--- config.mk ---
export PLATFORM = sky130hd
export DESIGN_NAME = gmr_ctrl
export DESIGN_NICKNAME = d
export VERILOG_FILES = /design/src/design/gmr_pkg.sv /design/src/design/gmr_ctrl.sv
export SDC_FILE = /design/constraint.sdc
export NUM_CORES = 1
export LEC_CHECK = 0
export BUFFER_PORTS_ARGS = -buffer_cell sky130_fd_sc_hd__buf_2
export CORE_AREA = 2 2 39 41
export CTS_CLUSTER_SIZE = 24
export DETAILED_ROUTE_END_ITERATION = 6
export DIE_AREA = 0 0 41 43
export MAX_ROUTING_LAYER = met4
export SLEW_MARGIN = 20
export SYNTH_ARGS = -nofsm -noshare
export SYNTH_HDL_FRONTEND = slang
export SYNTH_SLANG_ARGS = --single-unit
export TNS_END_PERCENT = 5
--- constraint.sdc ---
create_clock -name clk_i -period 1.3 [get_ports clk_i]
set_clock_uncertainty 0.05 [all_clocks]
set_input_delay 0.26 -clock clk_i [delete_from_list [all_inputs] [get_ports clk_i]]
set_output_delay 0.26 -clock clk_i [all_outputs]
set_load 0.005 [all_outputs]
--- src/design/gmr_pkg.sv ---
// ----------------------------------------------------------------------------
// gmr_pkg: shared types and constants for the grid maze reachability search
// Holds field widths, configuration register codes, controller states and
// the command and status bundles between controller and datapath.
// ----------------------------------------------------------------------------
package gmr_pkg;

  // Width of a row or column count and of a stored coordinate
  localparam int DIM_W      = 7;
  // Width of a configured start or goal coordinate
  localparam int COORD_W    = 6;
  // Configuration write channel widths
  localparam int CFG_IDX_W  = 3;
  localparam int CFG_DATA_W = 7;

  localparam logic [DIM_W-1:0] GRID_DIM_RESET = 7'd64;

  typedef enum logic [CFG_IDX_W-1:0] {
    CFG_GRID_ROWS = 3'd0,
    CFG_GRID_COLS = 3'd1,
    CFG_START_ROW = 3'd2,
    CFG_START_COL = 3'd3,
    CFG_GOAL_ROW  = 3'd4,
    CFG_GOAL_COL  = 3'd5
  } cfg_reg_e;

  typedef struct packed {
    logic [DIM_W-1:0]   grid_rows;
    logic [DIM_W-1:0]   grid_cols;
    logic [COORD_W-1:0] start_row;
    logic [COORD_W-1:0] start_col;
    logic [COORD_W-1:0] goal_row;
    logic [COORD_W-1:0] goal_col;
  } cfg_t;

  // One stack entry: a cell by row and column
  typedef struct packed {
    logic [DIM_W-1:0] row;
    logic [DIM_W-1:0] col;
  } pos_t;

  // Neighbor visiting order
  typedef enum logic [1:0] {
    DIR_UP    = 2'd0,
    DIR_DOWN  = 2'd1,
    DIR_LEFT  = 2'd2,
    DIR_RIGHT = 2'd3
  } dir_e;

  typedef enum logic [2:0] {
    ST_LOAD    = 3'd0,
    ST_CLEAR   = 3'd1,
    ST_INIT    = 3'd2,
    ST_POP     = 3'd3,
    ST_POP_CHK = 3'd4,
    ST_NB_RD   = 3'd5,
    ST_NB_CHK  = 3'd6,
    ST_FINISH  = 3'd7
  } state_e;

  // Controller to datapath commands
  typedef struct packed {
    logic load;    // store one incoming cell
    logic clear;   // clear one visited entry
    logic init;    // check start and goal, push the start cell
    logic pop;     // read the stack top
    logic take;    // latch popped cell, compare with goal
    logic nb_rd;   // read wall and visited of one neighbor
    logic nb_chk;  // mark and push the neighbor if open
    logic emit;    // hand the answer to the result register
  } dp_cmd_t;

  // Datapath to controller status
  typedef struct packed {
    logic clr_done;
    logic pos_bad;
    logic stack_empty;
    logic hit;
    logic last_dir;
    logic found;
  } dp_stat_t;

endpackage

--- src/design/gmr_ctrl.sv ---
// ----------------------------------------------------------------------------
// gmr_ctrl: search sequencer
// Accepts cells while loading, then steps the datapath through clearing,
// start push, pop and the four neighbor checks of every popped cell.
// ----------------------------------------------------------------------------
module gmr_ctrl (
  input  logic             clk_i,
  input  logic             rst_ni,
  input  logic             cell_valid_i,
  input  logic             cell_last_i,
  input  logic             out_free_i,
  input  gmr_pkg::dp_stat_t stat_i,
  output logic             cell_ready_o,
  output gmr_pkg::dp_cmd_t cmd_o
);
  import gmr_pkg::*;

  state_e state_q, state_d;

  // State register
  always_ff @(posedge clk_i or negedge rst_ni) begin
    if (!rst_ni) begin
      state_q <= ST_LOAD;
    end else begin
      state_q <= state_d;
    end
  end

  // Next state and commands
  always_comb begin
    state_d      = state_q;
    cmd_o        = '0;
    cell_ready_o = 1'b0;
    case (state_q)
      ST_LOAD: begin
        cell_ready_o = 1'b1;
        if (cell_valid_i) begin
          cmd_o.load = 1'b1;
          if (cell_last_i) begin
            state_d = ST_CLEAR;
          end
        end
      end
      ST_CLEAR: begin
        if (stat_i.clr_done) begin
          state_d = ST_INIT;
        end else begin
          cmd_o.clear = 1'b1;
        end
      end
      ST_INIT: begin
        cmd_o.init = 1'b1;
        state_d    = stat_i.pos_bad ? ST_FINISH : ST_POP;
      end
      ST_POP: begin
        if (stat_i.stack_empty) begin
          state_d = ST_FINISH;
        end else begin
          cmd_o.pop = 1'b1;
          state_d   = ST_POP_CHK;
        end
      end
      ST_POP_CHK: begin
        cmd_o.take = 1'b1;
        state_d    = stat_i.hit ? ST_FINISH : ST_NB_RD;
      end
      ST_NB_RD: begin
        cmd_o.nb_rd = 1'b1;
        state_d     = ST_NB_CHK;
      end
      ST_NB_CHK: begin
        cmd_o.nb_chk = 1'b1;
        state_d      = stat_i.last_dir ? ST_POP : ST_NB_RD;
      end
      ST_FINISH: begin
        // Wait for the result register to drain
        if (out_free_i) begin
          cmd_o.emit = 1'b1;
          state_d    = ST_LOAD;
        end
      end
      default: begin
        state_d = ST_LOAD;
      end
    endcase
  end

endmodule

==> results of run 1 <==
routing by layer:
layer	vias to the layer above	wire length (um)	GRT usage (%)
li1	185	-	-
met1	164	360	11.4
met2	10	389	15.6
met3	2	29	1.57
met4	0	15	10.0
met5	-	0	-
logic make-up after synthesis:
logic type	after synthesis	share of synthesized area, %
AOI/OAI and AO/OA	8	21.8
buffers and inverters	3	12.3
DFF	3	27.3
and+or+nand+nor	19	38.6
worst min-delay path: stages:
cell and delay [ns]:
buf_2 0.09, nand2_1 0.05, a32oi_1 0.05
what timing repair did:
action | in CTS | in global routing
endpoints found under the hold margin | 3 | 0
hold buffers | 1 | 0
pin swaps | 2 | 2
setup buffers | 6 | 1
endpoints found under the setup margin | 9 | 12
resized for setup | 6 | 6
worst min path at each step:
| stage | start | to | cells past startpoint |
|---|---|---|---|
| finish | cell_last_i | state_q[0] | 3 |
| detailed placement | rst_ni | state_q[2] | 1 |
| CTS | cell_last_i | state_q[0] | 3 |
| global placement | rst_ni | state_q[2] | 1 |
| floorplan | rst_ni | state_q[0] | 0 |
| global route | cell_last_i | state_q[0] | 3 |
where the power goes:
part,switching (W),internal (W)
Clock,0.0000511,0.000115
Sequential,0.000129,0.000153
Combinational,0.000277,0.000458
Total,0.000457,0.000725
cell type report:
class	instances	area, um2	area share (%)
Timing Repair Buffer	32	209	39.5
Multi-Input combinational cell	27	195	36.9
Sequential cell	3	78.8	14.9
Clock buffer	4	26.3	4.96
Tap cell	16	20.0	3.78
through the flow:
stage,util (%),worst slack (ns)
after global routing,38.2,-0.218
final,38.2,-0.159
after detailed placement,28.7,-0.00645
after CTS,35.7,-0.179
after global placement,28.7,-0.0252
after floorplan,-,0.0932
layout by cell type (no fill, tap or decap):
| cell type | synthesis | final |
|---|---|---|
| nor3b_2 | 0 | 2 |
| and3b_1 | 1 | 1 |
| dlygate4sd3_1 | 0 | 1 |
| buf_6 | 3 | 3 |
| a21oi_2 | 0 | 1 |
| and2_1 | 1 | 1 |
| or2_1 | 1 | 1 |
| a32oi_1 | 1 | 1 |
| nand3_1 | 1 | 1 |
| buf_2 | 0 | 18 |
| nor4b_2 | 0 | 1 |
| nor3_4 | 0 | 1 |
| o21a_1 | 1 | 1 |
| clkbuf_4 | 0 | 3 |
| nor2_1 | 4 | 3 |
| or3_1 | 1 | 1 |
| buf_4 | 0 | 10 |
| o21ai_1 | 1 | 1 |
| a211o_2 | 1 | 1 |
| o21ai_0 | 1 | 1 |
| nand2_1 | 4 | 4 |
| o211ai_2 | 1 | 1 |
| clkbuf_1 | 0 | 1 |
| nor3_1 | 2 | 2 |
| dfrtp_2 | 0 | 3 |
| o22ai_1 | 1 | 1 |
| nor2_2 | 0 | 1 |
==> results.toml, run 1 <==
[timing]
relSlewSlack_pct = 87.4
setup_viol = 12
period_needed_ns = 1.46
worstMarginPinSlew_ns = 0.190
timing.fmax_mhz = 685
drv_slew = 0
tns_ns = -1.15
setup_ws_ns = -0.159
hold_ws_ns = 0.226
post-route-period-util_pct = 112
finalHoldViolCount = 0
rsz0062_at_grt = "true"

[worst_setup_path]
cp_data_required_time_ns = 0.99
crit_slowest_cell = "dfrtp_2"
r2r-end = "state_q[1]"
cpPeakStageDelay_ns = 0.46
cp-end-kind = "output pin"
timing.rr.start = "state_q[2]"
path_class = "reg -> out"
rr_worst_depth = 5
crit_arrival_ns = 1.15
cp.depth = 3
critPathLaunch = "state_q[0]"
worstPathMaxFanout = 7
endpoint = "cmd_o[7]"
regToRegSetupSlack_ns = -0.05
critical_path_buf_inv_count = 1
crit_chain = "nor3_4 > and2_1 > buf_2"
critPathTopFamily = "flip-flops"
startpoint_type = "flop"

[clocking]
clk_latency_ns = 0.23
cts_buffers = 3
cts_buffer_depth = 2
cts_max_level = 1
cts_tree = "yes"
cts.clk_slew.worst_paths_ns = 0.04
root_buffer = "clkbuf_4"
clock_sinks = 3

[power_and_ir_drop]
p_leak_nw = 0.261
p_per_area_nw_per_um2 = 2230
ir_drop_uv = 934
power_w = 0.00118

[job]
drv_cap = 0

[grt]
first_global_vias = 311
antenna_found_initial = 0
grt_start_max_net_pins = 9
grt_usage_pct = 10.6
overflow = 0
grt_pass1_wl_um = 1190

[hold_path]
hp-class = "in -> reg"

[cells_and_area]
final_area_um2 = 529
fill_cells = 143
fin_nets = 78
drive_gt1_share_pct = 68.2
largest_reg_flops = 3
antenna_cells = 0
top_regs = "state_q (3)"
largest_register = "state_q"
areaGrowthSynthToFinish_pct = 92.3
stdcell_count = 82

[synthesis]
yosysTopAreaCell = "dfrtp_1"
synth-edff-count = 0
async_flop_share_pct = 100
synth_ff_type = "dfrtp_1"
ys_top_cells_by_area = "dfrtp_1, buf_6, nand2_1, nor2_1, nor3b_1"
synth-seq-cells = 3
syn_nets = 44
ys_warn_count = 0
avgSynthCellArea_um2 = 8.34
synth_top_area_share_pct = 27.3
yosysSeqAreaShare_pct = 27.3
synth_common_cells = "nand2_1, nor2_1, buf_6, dfrtp_1"
synthCells = 33
syn_area_um2 = 275
yosys.cell_types.count = 21

[detailed_routing]
vias = 361
wl_per_cell_um = 9.71
finalWirelength_um = 796
dr.pass1.iters = 4
via_per_inst = 4.40
dr.first_iter.drc_count = 2
drc = 0
detail-route-antenna-nets = 0

[die]
die_x_um = 41
die_y_um = 43
num_io_pins = 20
initial_core_util_pct = 19.9
placementRows = 14
coreArea_um2 = 1380
die_area_um2 = 1760

[placement]
hpwl_um = 547
dpl_cell_area_um2 = 397
io_buffers = 18
dp.cells = 70
finalWeightedCongestion = 0.817

[outcome]
status = "complete, but fails checks"
violations = "negative setup slack"
No activity file was read; power rests on OpenSTA's default activity.
==> inputs of run 2 (changes only) <==
==> constraint.sdc (replaced) <==
create_clock -name clk_i -period 1.6 [get_ports clk_i]
set_clock_uncertainty 0.05 [all_clocks]
set_input_delay 0.32 -clock clk_i [delete_from_list [all_inputs] [get_ports clk_i]]
set_output_delay 0.32 -clock clk_i [all_outputs]
set_load 0.005 [all_outputs]
==> run 2 against run 1 <==
Net effect: setup slack gained 0.21 ns; routed wire length decreased by 3.9%; largest cell class is now multi-input gates; worst hold slack gained 0.065 ns; clock power down 19%; first-iteration DRC count fell by 50%; global-route usage decreased by 1.0 points; the flow now finishes without violations; cell count decreased by 11%; combinational power is 47% lower; final area decreased by 18%; flip-flop and latch count stayed put; clock-buffer cell count unchanged; critical endpoint is now cmd_o[5].
==> results.toml, run 2 (synthesized netlist as in run 1, its figures left out) <==
[power_and_ir_drop]
ir_drop_uv = 782
p_per_area_nw_per_um2 = 1770
p_leak_nw = 0.212

[placement]
dp.cells = 65
finalWeightedCongestion = 0.760
pre_cts_ws_ns = 0.207
io_buffers = 18

[die]
die_x_um = 41
num_io_pins = 20
coreArea_um2 = 1380
die_area_um2 = 1760
die_y_um = 43
placementRows = 14
initial_core_util_pct = 19.9

[cells_and_area]
final_common_cell = "buf_2"
largest_register = "state_q"
multi_input_comb_area_um2 = 179
areaGrowthSynthToFinish_pct = 57.7
largest_reg_flops = 3
seq_area_um2 = 78.8
antenna_cells = 0
drive_gt1_share_pct = 56.1
stdcell_count = 73
final_cell_mix = "buf_2, nand2_1, nor2_1, buf_4"
top_regs = "state_q (3)"
fill_cells = 169
fin_nets = 69

[grt]
antenna_found_initial = 0
first_global_vias = 249
grt_usage_pct = 9.62
grt_pass1_wl_um = 1020
overflow = 0
grt_start_max_net_pins = 14

[worst_setup_path]
path_class = "reg -> out"
worstPathMaxFanout = 8
cp-end-kind = "output pin"
crit_arrival_ns = 1.18
cp_data_required_time_ns = 1.23
startpoint_type = "flop"
regToRegSetupSlack_ns = 0.27

[timing]
rsz0062_at_grt = "true"
relSlewSlack_pct = 85.4
drv_slew = 0
period_needed_ns = 1.55
setup_viol = 0
finalHoldViolCount = 0
timing.fmax_mhz = 644
post-route-period-util_pct = 97.0
worstMarginPinSlew_ns = 0.219
hold_ws_ns = 0.291
setup_ws_ns = 0.0478
tns_ns = 0

[clocking]
cts_tree = "yes"
clock_sinks = 3
cts_max_level = 1
cts.clk_slew.worst_paths_ns = 0.04
root_buffer = "clkbuf_4"
cts_buffer_depth = 2
cts_buffers = 3
clk_latency_ns = 0.23

[detailed_routing]
via_per_inst = 4.34
wl_per_cell_um = 10.5
dr.pass1.iters = 3
dr.first_iter.drc_count = 1
drc = 0
detail-route-antenna-nets = 0
finalWirelength_um = 765
vias = 317

[job]
drv_cap = 0

[hold_path]
hp-class = "in -> reg"

[outcome]
status = "finished clean"
[run 2: cell types whose count changed in the layout (fill, tap and decap cells not counted), sizes merged]
| cell | previous run | this run |
|---|---|---|
| buf | 31 | 22 |
[run 2: metrics by stage]
| stage | instance area (um2) | total power, W | utilization, % |
|---|---|---|---|
| 2_1_floorplan | 275 | 0.000487 | - |
| 3_3_place_gp | 359 | 0.000544 | 25.9 |
| 3_5_place_dp | 359 | 0.000546 | 25.9 |
| 4_1_cts | 405 | 0.000715 | 29.3 |
| 5_1_grt | 434 | 0.000845 | 31.4 |
| 6_report | 434 | 0.000769 | 31.4 |
[run 2: final cells by class]
type,instances,share of cell area (%)
Clock buffer,4,6.05
Sequential cell,3,18.2
Multi-Input combinational cell,27,41.2
Timing Repair Buffer,23,30.0
Tap cell,16,4.61
[run 2: critical path, stage by stage (launching register included)]
cell and delay [ns]:
dfrtp_2 0.47, buf_4 0.18, nor3b_1 0.16, buf_2 0.14
[run 2: repair_timing]
action                     CTS  global route
setup buffers                0             3
hold buffers                 1             0
resized for setup            4             3
setup endpoints to repair    4             3
pin swaps                    1             1
hold endpoints to repair     3             0
[run 2: path summary, 6_finish.rpt]
kind                              endpoint   startpoint  depth (start not counted)
worst max-delay path              cmd_o[5]   state_q[2]                          3
max in group asynchronous       state_q[2]       rst_ni                          2
worst min register to register  state_q[0]   state_q[0]                          1
worst min-delay path            state_q[0]  cell_last_i                          3
worst max register to register  state_q[0]   state_q[2]                          3
min in group asynchronous       state_q[1]       rst_ni                          2
[run 2: report_power, final]
part	switching [W]	leakage (nW)	internal, W	total [W]
Clock	0.0000403	0.0150	0.0000935	0.000134
Sequential	0.000121	0.0308	0.000124	0.000245
Combinational	0.000164	0.166	0.000227	0.000390
[run 2: metal layers]
layer  wire length (um)  part of all wire (%)  GRT usage (%)
met3                 39                   5.1           3.14
met2                383                    50           10.9
met5                  0                     0              -
met1                324                    42           12.1
met4                 18                   2.4           10.0
==> inputs of run 3 (changes only) <==
==> constraint.sdc (replaced) <==
create_clock -name clk_i -period 1.6 [get_ports clk_i]
set_clock_uncertainty 0.05 [all_clocks]
set_input_delay 0.48 -clock clk_i [delete_from_list [all_inputs] [get_ports clk_i]]
set_output_delay 0.48 -clock clk_i [all_outputs]
set_load 0.005 [all_outputs]
==> run 3 against run 2 <==
Net effect: the flow now finishes with violations (negative setup slack); clock-buffer cell count did not move; register-to-register slack got worse by 0.02 ns; first-iteration DRC count rose to 9.0 times the previous value; core utilization rose by 6.2 points; critical endpoint is now cmd_o[4]; total power rose by 23%; global-route usage rose by 1.3 points; clock power fell by 4%; setup slack got worse by 0.12 ns; via count rose by 18%.
==> results.toml, run 3 (synthesized netlist as in run 1, its figures left out) <==
[die]
placementRows = 14
num_io_pins = 20
die_x_um = 41
coreArea_um2 = 1380
die_y_um = 43
initial_core_util_pct = 19.9
die_area_um2 = 1760

[timing]
drv_slew = 0
relSlewSlack_pct = 87.2
setup_ws_ns = -0.0768
tns_ns = -0.289
setup_viol = 8
post-route-period-util_pct = 105
period_needed_ns = 1.68
finalHoldViolCount = 0
timing.fmax_mhz = 596
worstMarginPinSlew_ns = 0.192
rsz0062_at_grt = "true"

[clocking]
clock_sinks = 3
clk_latency_ns = 0.23
cts.clk_slew.worst_paths_ns = 0.04
cts_max_level = 1
cts_buffers = 3
cts_buffer_depth = 2
cts_tree = "yes"
root_buffer = "clkbuf_4"

[worst_setup_path]
cp_data_required_time_ns = 1.07
r2r-end = "state_q[1]"
critPathLaunch = "state_q[0]"
timing.rr.start = "state_q[1]"
cp-end-kind = "output pin"
path_class = "reg -> out"
startpoint_type = "flop"
regToRegSetupSlack_ns = 0.25
crit_arrival_ns = 1.15
rr_worst_depth = 5
worstPathMaxFanout = 8
endpoint = "cmd_o[4]"

[grt]
first_global_vias = 331
grt_usage_pct = 10.9
overflow = 0
grt_start_max_net_pins = 9
grt_pass1_wl_um = 1260
antenna_found_initial = 0

[cells_and_area]
largest_reg_flops = 3
final_cell_mix = "buf_2, buf_4"
final_common_cell = "buf_2"
drive_gt1_share_pct = 68.8
areaGrowthSynthToFinish_pct = 89.1
final_area_um2 = 520
largest_register = "state_q"
final_core_util_pct = 37.6
top_regs = "state_q (3)"
antenna_cells = 0
fin_nets = 76

[detailed_routing]
detail-route-antenna-nets = 0
finalWirelength_um = 816
vias = 374
drc = 0
via_per_inst = 4.68
dr.pass1.iters = 4
wl_per_cell_um = 10.2
dr.first_iter.drc_count = 9

[job]
drv_cap = 0

[power_and_ir_drop]
p_leak_nw = 0.254
ir_drop_uv = 760
p_per_area_nw_per_um2 = 1810

[hold_path]
hp-class = "in -> reg"

[placement]
io_buffers = 18
finalWeightedCongestion = 0.816
hpwl_um = 545
dpl_cell_area_um2 = 382

[outcome]
status = "complete, but fails checks"
violations = "negative setup slack"
run 3: cell types whose count changed in the layout (fill, tap and decap cells not counted), sizes merged:
cell and change:
buf +7
run 3: timing repair:
item	CTS	global route
hold buffers	1	0
endpoints found under the hold margin	3	0
resized for setup	14	3
setup endpoints to repair	9	9
pin swaps	2	1
buffers inserted	7	0
run 3: metal layers:
| metal | part of all wire, % | global-route usage [%] | vias to the layer above |
|---|---|---|---|
| met1 | 40 | 12.6 | 175 |
| met4 | 0 | 8.00 | 0 |
| met2 | 55 | 16.3 | 14 |
| li1 | - | - | 185 |
| met3 | 5.1 | 1.57 | 0 |
| met5 | 0 | - | - |
run 3: stage by stage:
stage	hold WS, ns	worst slack (ns)	instances	power (W)
6_report	0.450	-0.0768	80	0.000942
5_1_grt	0.452	-0.140	80	0.00102
4_1_cts	0.451	-0.0782	80	0.000934
3_5_place_dp	0.227	0.0606	68	0.000596
3_3_place_gp	0.228	0.0781	68	0.000586
2_1_floorplan	0.134	0.173	33	0.000487
run 3: final cells by class:
class | instances | area, um2
clock buffers | 4 | 26.3
multi-input cells | 27 | 209
flip-flops and latches | 3 | 78.8
fillers | 143 | 863
repair buffers | 30 | 186
well taps | 16 | 20.0
run 3: worst min path at each step:
stage	start	to	slack, ns	depth (start not counted)
floorplan	rst_ni	state_q[0]	0.13	0
global placement	rst_ni	state_q[2]	0.23	1
detailed placement	rst_ni	state_q[1]	0.23	1
CTS	cell_last_i	state_q[0]	0.45	3
global route	cell_last_i	state_q[0]	0.45	3
finish	cell_last_i	state_q[0]	0.45	3
run 3: report_power, final:
| part | leakage [nW] | switching (W) | total (W) | internal, W |
|---|---|---|---|---|
| clock network | 0.0150 | 0.0000361 | 0.000129 | 0.0000933 |
| registers | 0.0308 | 0.0000933 | 0.000217 | 0.000124 |
| logic | 0.208 | 0.000251 | 0.000595 | 0.000344 |
| total | 0.254 | 0.000381 | 0.000942 | 0.000561 |
run 3: worst max-delay path, stage by stage (launching register included):
cell and delay, ns:
dfrtp_2 0.46, nand2_1 0.17, nor3_2 0.15, buf_2 0.14
